`config.mk`:
```
export PLATFORM = sky130hd
export DESIGN_NAME = gradient_palette_color_lookup_flat
export DESIGN_NICKNAME = d
export VERILOG_FILES = /design/src/hdl/gpcl_pkg.sv /design/src/hdl/gpcl_in_if.sv /design/src/hdl/gpcl_out_if.sv /design/src/hdl/gradient_palette_color_lookup.sv /design/src/flat_wrapper.sv
export VERILOG_INCLUDE_DIRS = /design/src /design/src/hdl
export SDC_FILE = /design/constraint.sdc
export NUM_CORES = 1
export LEC_CHECK = 0
export BUFFER_PORTS_ARGS = -buffer_cell sky130_fd_sc_hd__buf_4
export CORE_UTILIZATION = 23
export CTS_BUF_LIST = sky130_fd_sc_hd__clkbuf_8 sky130_fd_sc_hd__clkbuf_16
export CTS_CLUSTER_DIAMETER = 40
export DETAILED_ROUTE_END_ITERATION = 8
export MAX_ROUTING_LAYER = met4
export SETUP_SLACK_MARGIN = 0.05
export SLEW_MARGIN = 5
export SYNTH_ARGS = -nofsm -noshare
export SYNTH_HDL_FRONTEND = slang
export SYNTH_SLANG_ARGS = --single-unit
```
`constraint.sdc`:
```
create_clock -name clk -period 5.85 [get_ports clk]
set_input_delay 0.2925 -clock clk [delete_from_list [all_inputs] [get_ports clk]]
set_output_delay 0.2925 -clock clk [all_outputs]
set_load 0.01 [all_outputs]
```
`src/hdl/gradient_palette_color_lookup_assert.svh`:
```
// Assertion macros for the gradient palette colour lookup.
`ifndef GRADIENT_PALETTE_COLOR_LOOKUP_ASSERT_SVH
`define GRADIENT_PALETTE_COLOR_LOOKUP_ASSERT_SVH

// Check a condition in the same cycle as its trigger.
`define GPCL_ASSERT_SAME(label, ante, cons) \
  label: assert property (@(posedge clk) disable iff (rst) (ante) |-> (cons)) \
    else $error("gpcl: same-cycle check failed");

// Check a condition in the cycle after its trigger.
`define GPCL_ASSERT_NEXT(label, ante, cons) \
  label: assert property (@(posedge clk) disable iff (rst) (ante) |=> (cons)) \
    else $error("gpcl: next-cycle check failed");

`endif

```
`src/hdl/gpcl_pkg.sv`:
```
// Package: constants, register indexes and reset values for the palette lookup.
package gpcl_pkg;

  localparam int NUM_KEY_COLORS = 5;
  localparam int KEY_IDX_W      = $clog2(NUM_KEY_COLORS);
  localparam int NUM_REGS       = NUM_KEY_COLORS + 2;
  localparam int CFG_INDEX_W    = $clog2(NUM_REGS);
  localparam int CFG_DATA_W     = 24;
  localparam int CHAN_W         = 8;
  localparam int NUM_CHAN       = 3;
  localparam int COLOR_W        = NUM_CHAN * CHAN_W;
  localparam int INDEX_W        = 8;
  localparam int COUNT_W        = 3;
  localparam int SCALED_W       = INDEX_W + COUNT_W;
  localparam int SEC_W          = SCALED_W - 7;

  // Register indexes
  localparam logic [CFG_INDEX_W-1:0] REG_SECTION_COUNT  = CFG_INDEX_W'(0);
  localparam logic [CFG_INDEX_W-1:0] REG_MIRROR_MODE    = CFG_INDEX_W'(1);
  localparam logic [CFG_INDEX_W-1:0] REG_KEY_COLOR_BASE = CFG_INDEX_W'(2);

  localparam logic [COUNT_W-1:0] SECTION_COUNT_RESET = COUNT_W'(2);

  typedef logic [COLOR_W-1:0] color_t;
  typedef logic [NUM_CHAN-1:0][CHAN_W-1:0] chan_vec_t;

  // Reset value of each key colour
  function automatic color_t key_reset(input int n);
    color_t c;
    case (n)
      0: c = 24'hFF0000;
      1: c = 24'h008000;
      2: c = 24'h0000FF;
      default: c = '0;
    endcase
    return c;
  endfunction

endpackage

```
`src/hdl/gpcl_in_if.sv`:
```
// Input channel: one palette index per item.
interface gpcl_in_if;
  logic                               valid;
  logic                               ready;
  logic [gpcl_pkg::INDEX_W-1:0]       palette_index;

  modport source (output valid, output palette_index, input ready);
  modport sink   (input valid, input palette_index, output ready);
endinterface

```
`src/hdl/gpcl_out_if.sv`:
```
// Output channel: one RGB colour per item.
interface gpcl_out_if;
  logic                               valid;
  logic                               ready;
  logic [gpcl_pkg::CHAN_W-1:0]        red;
  logic [gpcl_pkg::CHAN_W-1:0]        green;
  logic [gpcl_pkg::CHAN_W-1:0]        blue;

  modport source (output valid, output red, output green, output blue, input ready);
  modport sink   (input valid, input red, input green, input blue, output ready);
endinterface

```
`src/hdl/gradient_palette_color_lookup.sv`:
```
// Gradient palette colour lookup: maps a palette index to an RGB colour.
// The block takes one palette index per cycle and returns its colour through a
// five-stage pipeline: reflect the index, scale it by the section count,
// pick the two key colours and their differences, multiply by the weight, then add or
// subtract. Each stage holds its item only while the stage after it is full and
// stalled, so bubbles close up and the sustained rate is one item per cycle whenever
// the output is taken. Configuration registers are written through wr_en, wr_index
// and wr_data and must only change while no item is in flight.
module gradient_palette_color_lookup (
  input  logic                              clk,
  input  logic                              rst,
  input  logic                              wr_en,
  input  logic [gpcl_pkg::CFG_INDEX_W-1:0]  wr_index,
  input  logic [gpcl_pkg::CFG_DATA_W-1:0]   wr_data,
  gpcl_in_if.sink                           pix_in,
  gpcl_out_if.source                        color_out
);

  `include "gradient_palette_color_lookup_assert.svh"

  localparam int KI_W = gpcl_pkg::KEY_IDX_W;
  localparam int SW   = gpcl_pkg::SEC_W;
  localparam int CW   = gpcl_pkg::CHAN_W;
  localparam int NC   = gpcl_pkg::NUM_CHAN;

  // Configuration registers
  logic [gpcl_pkg::COUNT_W-1:0] section_count;
  logic                         mirror_mode;
  gpcl_pkg::color_t             key_color [gpcl_pkg::NUM_KEY_COLORS];

  // Pipeline control
  logic v1, v2, v3, v4, v5;
  logic adv1, adv2, adv3, adv4, adv5;

  // Stage payloads
  logic [gpcl_pkg::INDEX_W-1:0]  idx1;
  logic                          mir1;
  logic [gpcl_pkg::COUNT_W-1:0]  cnt1;
  logic [SW-1:0]                 sec2;
  logic [CW-1:0]                 w2;
  logic                          mir2;
  gpcl_pkg::chan_vec_t           a3, d3;
  logic [NC-1:0]                 up3;
  logic [CW-1:0]                 w3;
  gpcl_pkg::chan_vec_t           a4, part4;
  logic [NC-1:0]                 up4;
  gpcl_pkg::chan_vec_t           res5;

  // Combinational stage values
  logic [gpcl_pkg::INDEX_W-1:0]  idx_refl;
  logic [gpcl_pkg::SCALED_W-1:0] scaled;
  logic [SW-1:0]                 sec_next;
  logic [CW-1:0]                 w_next;
  logic [KI_W-1:0]               sel_a, sel_b;
  gpcl_pkg::color_t              col_a, col_b;
  gpcl_pkg::chan_vec_t           a_next, d_next, part_next, res_next;
  logic [NC-1:0]                 up_next;

  // Saturate a section number to the last key colour
  function automatic logic [KI_W-1:0] sat_key(input logic [SW:0] s);
    logic [KI_W-1:0] k;
    if (s >= (SW+1)'(gpcl_pkg::NUM_KEY_COLORS)) begin
      k = KI_W'(gpcl_pkg::NUM_KEY_COLORS - 1);
    end else begin
      k = s[KI_W-1:0];
    end
    return k;
  endfunction

  // Take configuration writes; ignore indexes beyond the list
  always_ff @(posedge clk) begin
    if (rst) begin
      section_count <= gpcl_pkg::SECTION_COUNT_RESET;
      mirror_mode   <= 1'b0;
      for (int n = 0; n < gpcl_pkg::NUM_KEY_COLORS; n++) begin
        key_color[n] <= gpcl_pkg::key_reset(n);
      end
    end else if (wr_en) begin
      if (wr_index == gpcl_pkg::REG_SECTION_COUNT) begin
        section_count <= wr_data[gpcl_pkg::COUNT_W-1:0];
      end else if (wr_index == gpcl_pkg::REG_MIRROR_MODE) begin
        mirror_mode <= wr_data[0];
      end else begin
        for (int n = 0; n < gpcl_pkg::NUM_KEY_COLORS; n++) begin
          if (wr_index == gpcl_pkg::REG_KEY_COLOR_BASE + gpcl_pkg::CFG_INDEX_W'(n)) begin
            key_color[n] <= wr_data[gpcl_pkg::COLOR_W-1:0];
          end
        end
      end
    end
  end

  // Advance each stage when it is empty or the next one advances
  assign adv5 = !v5 || color_out.ready;
  assign adv4 = !v4 || adv5;
  assign adv3 = !v3 || adv4;
  assign adv2 = !v2 || adv3;
  assign adv1 = !v1 || adv2;
  assign pix_in.ready = adv1;

  always_ff @(posedge clk) begin
    if (rst) begin
      v1 <= 1'b0;
      v2 <= 1'b0;
      v3 <= 1'b0;
      v4 <= 1'b0;
      v5 <= 1'b0;
    end else begin
      if (adv1) v1 <= pix_in.valid;
      if (adv2) v2 <= v1;
      if (adv3) v3 <= v2;
      if (adv4) v4 <= v3;
      if (adv5) v5 <= v4;
    end
  end

  // Stage 1: reflect the upper half in mirror mode
  always_comb begin
    idx_refl = pix_in.palette_index;
    if (mirror_mode && pix_in.palette_index > 8'd128) begin
      idx_refl = ~pix_in.palette_index + 8'd1;
    end
  end

  always_ff @(posedge clk) begin
    if (adv1) begin
      idx1 <= idx_refl;
      mir1 <= mirror_mode;
      cnt1 <= section_count;
    end
  end

  // Stage 2: scale by the section count, split into section and weight
  always_comb begin
    scaled = gpcl_pkg::SCALED_W'(idx1) * gpcl_pkg::SCALED_W'(cnt1);
    if (mir1) begin
      sec_next = scaled[gpcl_pkg::SCALED_W-1:7];
      w_next   = {scaled[6:0], 1'b0};
    end else begin
      sec_next = SW'(scaled[gpcl_pkg::SCALED_W-1:8]);
      w_next   = scaled[7:0];
    end
  end

  always_ff @(posedge clk) begin
    if (adv2) begin
      sec2 <= sec_next;
      w2   <= w_next;
      mir2 <= mir1;
    end
  end

  // Stage 3: select both key colours, form magnitude and direction per channel
  always_comb begin
    sel_a = sat_key({1'b0, sec2});
    sel_b = sat_key({1'b0, sec2} + (SW+1)'(1));
    col_a = key_color[sel_a];
    col_b = key_color[sel_b];
    for (int c = 0; c < NC; c++) begin
      a_next[c]  = col_a[(NC-1-c)*CW +: CW];
      up_next[c] = col_b[(NC-1-c)*CW +: CW] > a_next[c];
      d_next[c]  = up_next[c] ? col_b[(NC-1-c)*CW +: CW] - a_next[c]
                              : a_next[c] - col_b[(NC-1-c)*CW +: CW];
    end
  end

  always_ff @(posedge clk) begin
    if (adv3) begin
      a3  <= a_next;
      d3  <= d_next;
      up3 <= up_next;
      w3  <= w2;
    end
  end

  // Stage 4: weight the differences
  always_comb begin
    for (int c = 0; c < NC; c++) begin
      part_next[c] = CW'(((2*CW)'(d3[c]) * (2*CW)'(w3)) >> CW);
    end
  end

  always_ff @(posedge clk) begin
    if (adv4) begin
      a4    <= a3;
      part4 <= part_next;
      up4   <= up3;
    end
  end

  // Stage 5: step from the start colour towards the end colour
  always_comb begin
    for (int c = 0; c < NC; c++) begin
      res_next[c] = up4[c] ? a4[c] + part4[c] : a4[c] - part4[c];
    end
  end

  always_ff @(posedge clk) begin
    if (adv5) begin
      res5 <= res_next;
    end
  end

  assign color_out.valid = v5;
  assign color_out.red   = res5[0];
  assign color_out.green = res5[1];
  assign color_out.blue  = res5[2];

  // Checks
  `GPCL_ASSERT_SAME(a_mirror_range, v1 && mir1, idx1 <= 8'd128)
  `GPCL_ASSERT_SAME(a_mirror_weight_even, v2 && mir2, w2[0] == 1'b0)
  `GPCL_ASSERT_NEXT(a_stage2_hold, v2 && !adv3, v2 && $stable(sec2) && $stable(w2))

  for (genvar g = 0; g < NC; g++) begin : g_chk
    `GPCL_ASSERT_SAME(a_no_wrap, v4 && up4[g], ({1'b0, a4[g]} + {1'b0, part4[g]}) <= 9'd255)
  end

endmodule

```
`src/flat_wrapper.sv`:
```
// flat-port wrapper written by rule: the top's interface ports become plain ports
module gradient_palette_color_lookup_flat 
  (clk, rst, wr_en, wr_index, wr_data, pix_in_valid, pix_in_palette_index, pix_in_ready, color_out_valid, color_out_red, color_out_green, color_out_blue, color_out_ready);
  gpcl_in_if pix_in_i ();
  gpcl_out_if color_out_i ();
  input  logic clk;
  input  logic rst;
  input  logic wr_en;
  input  logic [gpcl_pkg::CFG_INDEX_W-1:0] wr_index;
  input  logic [gpcl_pkg::CFG_DATA_W-1:0] wr_data;
  input wire logic [$bits(pix_in_i.valid)-1:0] pix_in_valid;
  input wire logic [$bits(pix_in_i.palette_index)-1:0] pix_in_palette_index;
  output wire logic [$bits(pix_in_i.ready)-1:0] pix_in_ready;
  output wire logic [$bits(color_out_i.valid)-1:0] color_out_valid;
  output wire logic [$bits(color_out_i.red)-1:0] color_out_red;
  output wire logic [$bits(color_out_i.green)-1:0] color_out_green;
  output wire logic [$bits(color_out_i.blue)-1:0] color_out_blue;
  input wire logic [$bits(color_out_i.ready)-1:0] color_out_ready;
  assign pix_in_i.valid = pix_in_valid;
  assign pix_in_i.palette_index = pix_in_palette_index;
  assign pix_in_ready = pix_in_i.ready;
  assign color_out_valid = color_out_i.valid;
  assign color_out_red = color_out_i.red;
  assign color_out_green = color_out_i.green;
  assign color_out_blue = color_out_i.blue;
  assign color_out_i.ready = color_out_ready;
  gradient_palette_color_lookup u_core (.clk(clk), .rst(rst), .wr_en(wr_en), .wr_index(wr_index), .wr_data(wr_data), .pix_in(pix_in_i), .color_out(color_out_i));
endmodule
```
==> flow_metrics.py <==
metrics = {
    "die": {
        "dieArea_mm2": 0.0918,
        "io_pins": 66,
        "die_w_um": 303,
        "core_area_mm2": 0.0899,
        "rows": 110,
        "start_util": 0.232,
        "die_y_um": 303,
    },
    "synth": {
        "synth.area.top_cells": "edfxtp_1 40%, fa_1 12%, ha_1 11%",
        "ys_types": 66,
        "ys_async_sr_fraction": 0,
        "yosysTopAreaCell": "edfxtp_1",
        "yosys_warnings": 0,
        "syn_nets": 2234,
        "synth_edf_count": 278,
        "ys_ff_latch": 287,
        "yosysMostFrequentCell": "edfxtp_1",
        "ys.flop_type": "edfxtp_1",
        "syn_inst": 1890,
        "synth_common_cells": "278 x edfxtp_1, 240 x inv_1, 191 x and2_1, 183 x ha_1, 146 x nand2_1",
        "seq_area_frac_synth": 0.409,
        "avgSynthCellArea_um2": 11.0,
        "synthesis.area_mm2": 0.0208,
        "synth.top_cell.area_share": 0.401,
    },
    "outcome": {
        "violations": "design-rule violations",
        "outcome": "finished with violations",
    },
    "placement": {
        "hpwlAfterDp_mm": 34.6,
        "place.gp.congestion": 0.814,
        "placedCellCount": 3097,
        "port_buffers": 65,
    },
    "clock_network": {
        "cts_tree": "built",
        "insertion_delay_ns": 0.56,
        "cts_made_buffers": 42,
        "clock_sinks": 287,
        "clockRootBuffer": "clkbuf_16",
        "clockBufferDepth": 3,
        "path_clk_slew_ns": 0.05,
        "h-tree-depth": 2,
    },
    "job": {
        "max_cap_viol_count": 0,
    },
    "timing": {
        "max_freq_ghz": 0.193,
        "hold_viol_final": 0,
        "fin_crit_sh": 0.886,
        "slew_headroom": 0.321,
        "finalWorstPathRequiredPeriod_ns": 5.18,
        "worst_slew_pin_slew_ns": 1.02,
        "setup_violations": 0,
        "fin_skew_ns": 0.0191,
        "drv_slew": 0,
        "rsz0062_at_grt": "no",
        "totalNegativeSetupSlack_ns": 0,
    },
    "final_layout": {
        "final_util": 0.272,
        "final_cells": 3187,
        "nets": 2322,
        "syn_to_final_growth_pct": 17.4,
        "fillers": 9304,
        "drive_above_1_share": 0.105,
        "diodes": 0,
    },
    "global_routing": {
        "grt_pass1_vias": 13674,
        "grt_pass1_wl_mm": 73.6,
        "grt_start_max_net_pins": 67,
        "antenna_found_initial": 0,
        "grt_use_total": 0.104,
        "grt-ovfl-total": 0,
    },
    "setup_path": {
        "crit_type": "register to register",
        "cp-startpoint": "u_core.d3[19]",
        "cp_max_fo": 8,
        "r2r-start": "u_core.d3[19]",
        "start_kind": "register",
        "reg2reg_to": "u_core.part4[23]",
        "r2r_slack_ns": 0.67,
        "cp-end-kind": "register",
        "worst-endpoint-arrival_ns": 5.48,
        "worstPathRequired_ns": 6.14,
        "ff2ff_path_depth": 15,
    },
    "hold_path": {
        "worst_hold_path_type": "input pin to register",
        "holdCritStartpoint": "wr_data[19]",
        "holdPathStages": 2,
        "holdPathEnd": "u_core.key_color[0][19]",
    },
    "power_and_ir_drop": {
        "peakVddDrop_uv": 393,
        "p_per_area_mw_per_mm2": 590,
        "p_leak_uw": 0.0104,
    },
    "route": {
        "wl_per_cell_um": 14.2,
        "drt-initial-drc-count": 639,
        "ant_nets": 0,
        "via_per_inst": 4.26,
        "drc": 1,
        "wl_mm": 45.1,
        "via_count": 13562,
        "drtPass1Iterations": 7,
    },
}
## cells in the final DEF (no fill, tap or decap), types with 52 or more instances in the layout
cell,n
a21oi_1,62
inv_1,243
ha_1,183
fa_1,121
edfxtp_1,278
buf_4,96
xnor2_1,67
nand2_1,145
nor2_1,52
and2_1,191
## worst max-delay path, cell delays in order, from the launching register on
cell	delay [ns]
edfxtp_1	0.52
and2_1	0.24
fa_1	0.43
fa_1	0.52
inv_1	0.07
fa_1	0.53
inv_1	0.05
fa_1	0.43
ha_1	0.29
a211oi_1	0.21
o21ai_0	0.11
a31oi_1	0.31
o21ai_0	0.24
o41ai_1	0.63
a21oi_1	0.18
xnor2_1	0.16
## cell families after synthesis
group | count (synthesis) | share of synthesized area
AOI/OAI and AO/OA | 325 | 0.107
xor gates and xnor gates | 86 | 0.0362
adders and majority gates | 304 | 0.226
buffers and inverters | 308 | 0.0562
DFF | 287 | 0.409
muxes | 74 | 0.0372
and+or+nand+nor | 506 | 0.127
## flip-flops by register name (all words and copies together) (netlist names), 3 cells and up
name and cells:
u_core.a3 24, u_core.cnt1 3, u_core.color_out.blue 8, u_core.w2 8
u_core.a4 24, u_core.sec2 4, u_core.key_color 120, u_core.part4 24
u_core.color_out.red 8, u_core.up3 3, u_core.up4 3, u_core.idx1 8
u_core.color_out.green 8, u_core.w3 8, u_core.d3 24, u_core.section_count 3
## report_power, final
| group | internal (uW) | switching, uW | total, uW |
|---|---|---|---|
| registers | 3210 | 422 | 3630 |
| clock network | 1730 | 1000 | 2730 |
| logic | 3810 | 4280 | 8090 |
## stage by stage
| stage | setup WS [ns] | area, um2 | total power, uW | hold slack (ns) |
|---|---|---|---|---|
| after floorplan | 0.854 | 20800 | 9960 | 0.387 |
| after global placement | 0.767 | 22800 | 11800 | 0.405 |
| after detailed placement | 0.637 | 22800 | 11800 | 0.406 |
| after CTS | 0.647 | 24500 | 14700 | 0.00140 |
| after global routing | 0.295 | 24500 | 16000 | 0.00328 |
| final | 0.669 | 24500 | 14400 | 0.0330 |
## how the worst max path moves through the flow
stage                       end  cells after the start
2_1_floorplan     u_core.d3[15]                     23
3_3_place_gp   u_core.part4[13]                     16
3_5_place_dp   u_core.part4[23]                     15
4_1_cts        u_core.part4[23]                     15
5_1_grt        u_core.part4[23]                     15
6_report       u_core.part4[23]                     15
## layer usage
metal / vias up / track usage / part of all wire
li1: 6694 / - / -
met1: 6590 / 0.129 / 0.46
met2: 217 / 0.173 / 0.48
met3: 61 / 0.0160 / 0.042
met4: 0 / 0.0287 / 0.022
met5: - / - / 0
## repair_timing
action	CTS	global route
endpoints found under the hold margin	13	0
hold buffers	13	0
resized for setup	0	0
buffers inserted	0	0
## layout make-up
class / instances / area [um2] / share of cell area
inverters: 242 / 911 / 0.0372
repair buffers: 110 / 871 / 0.0356
clock buffers: 43 / 1080 / 0.0440
multi-input cells: 1295 / 11100 / 0.456
clock inverters: 34 / 455 / 0.0186
well taps: 1176 / 1470 / 0.0602
flip-flops and latches: 287 / 8530 / 0.349
Note: power is estimated with default switching activity, not from simulation.
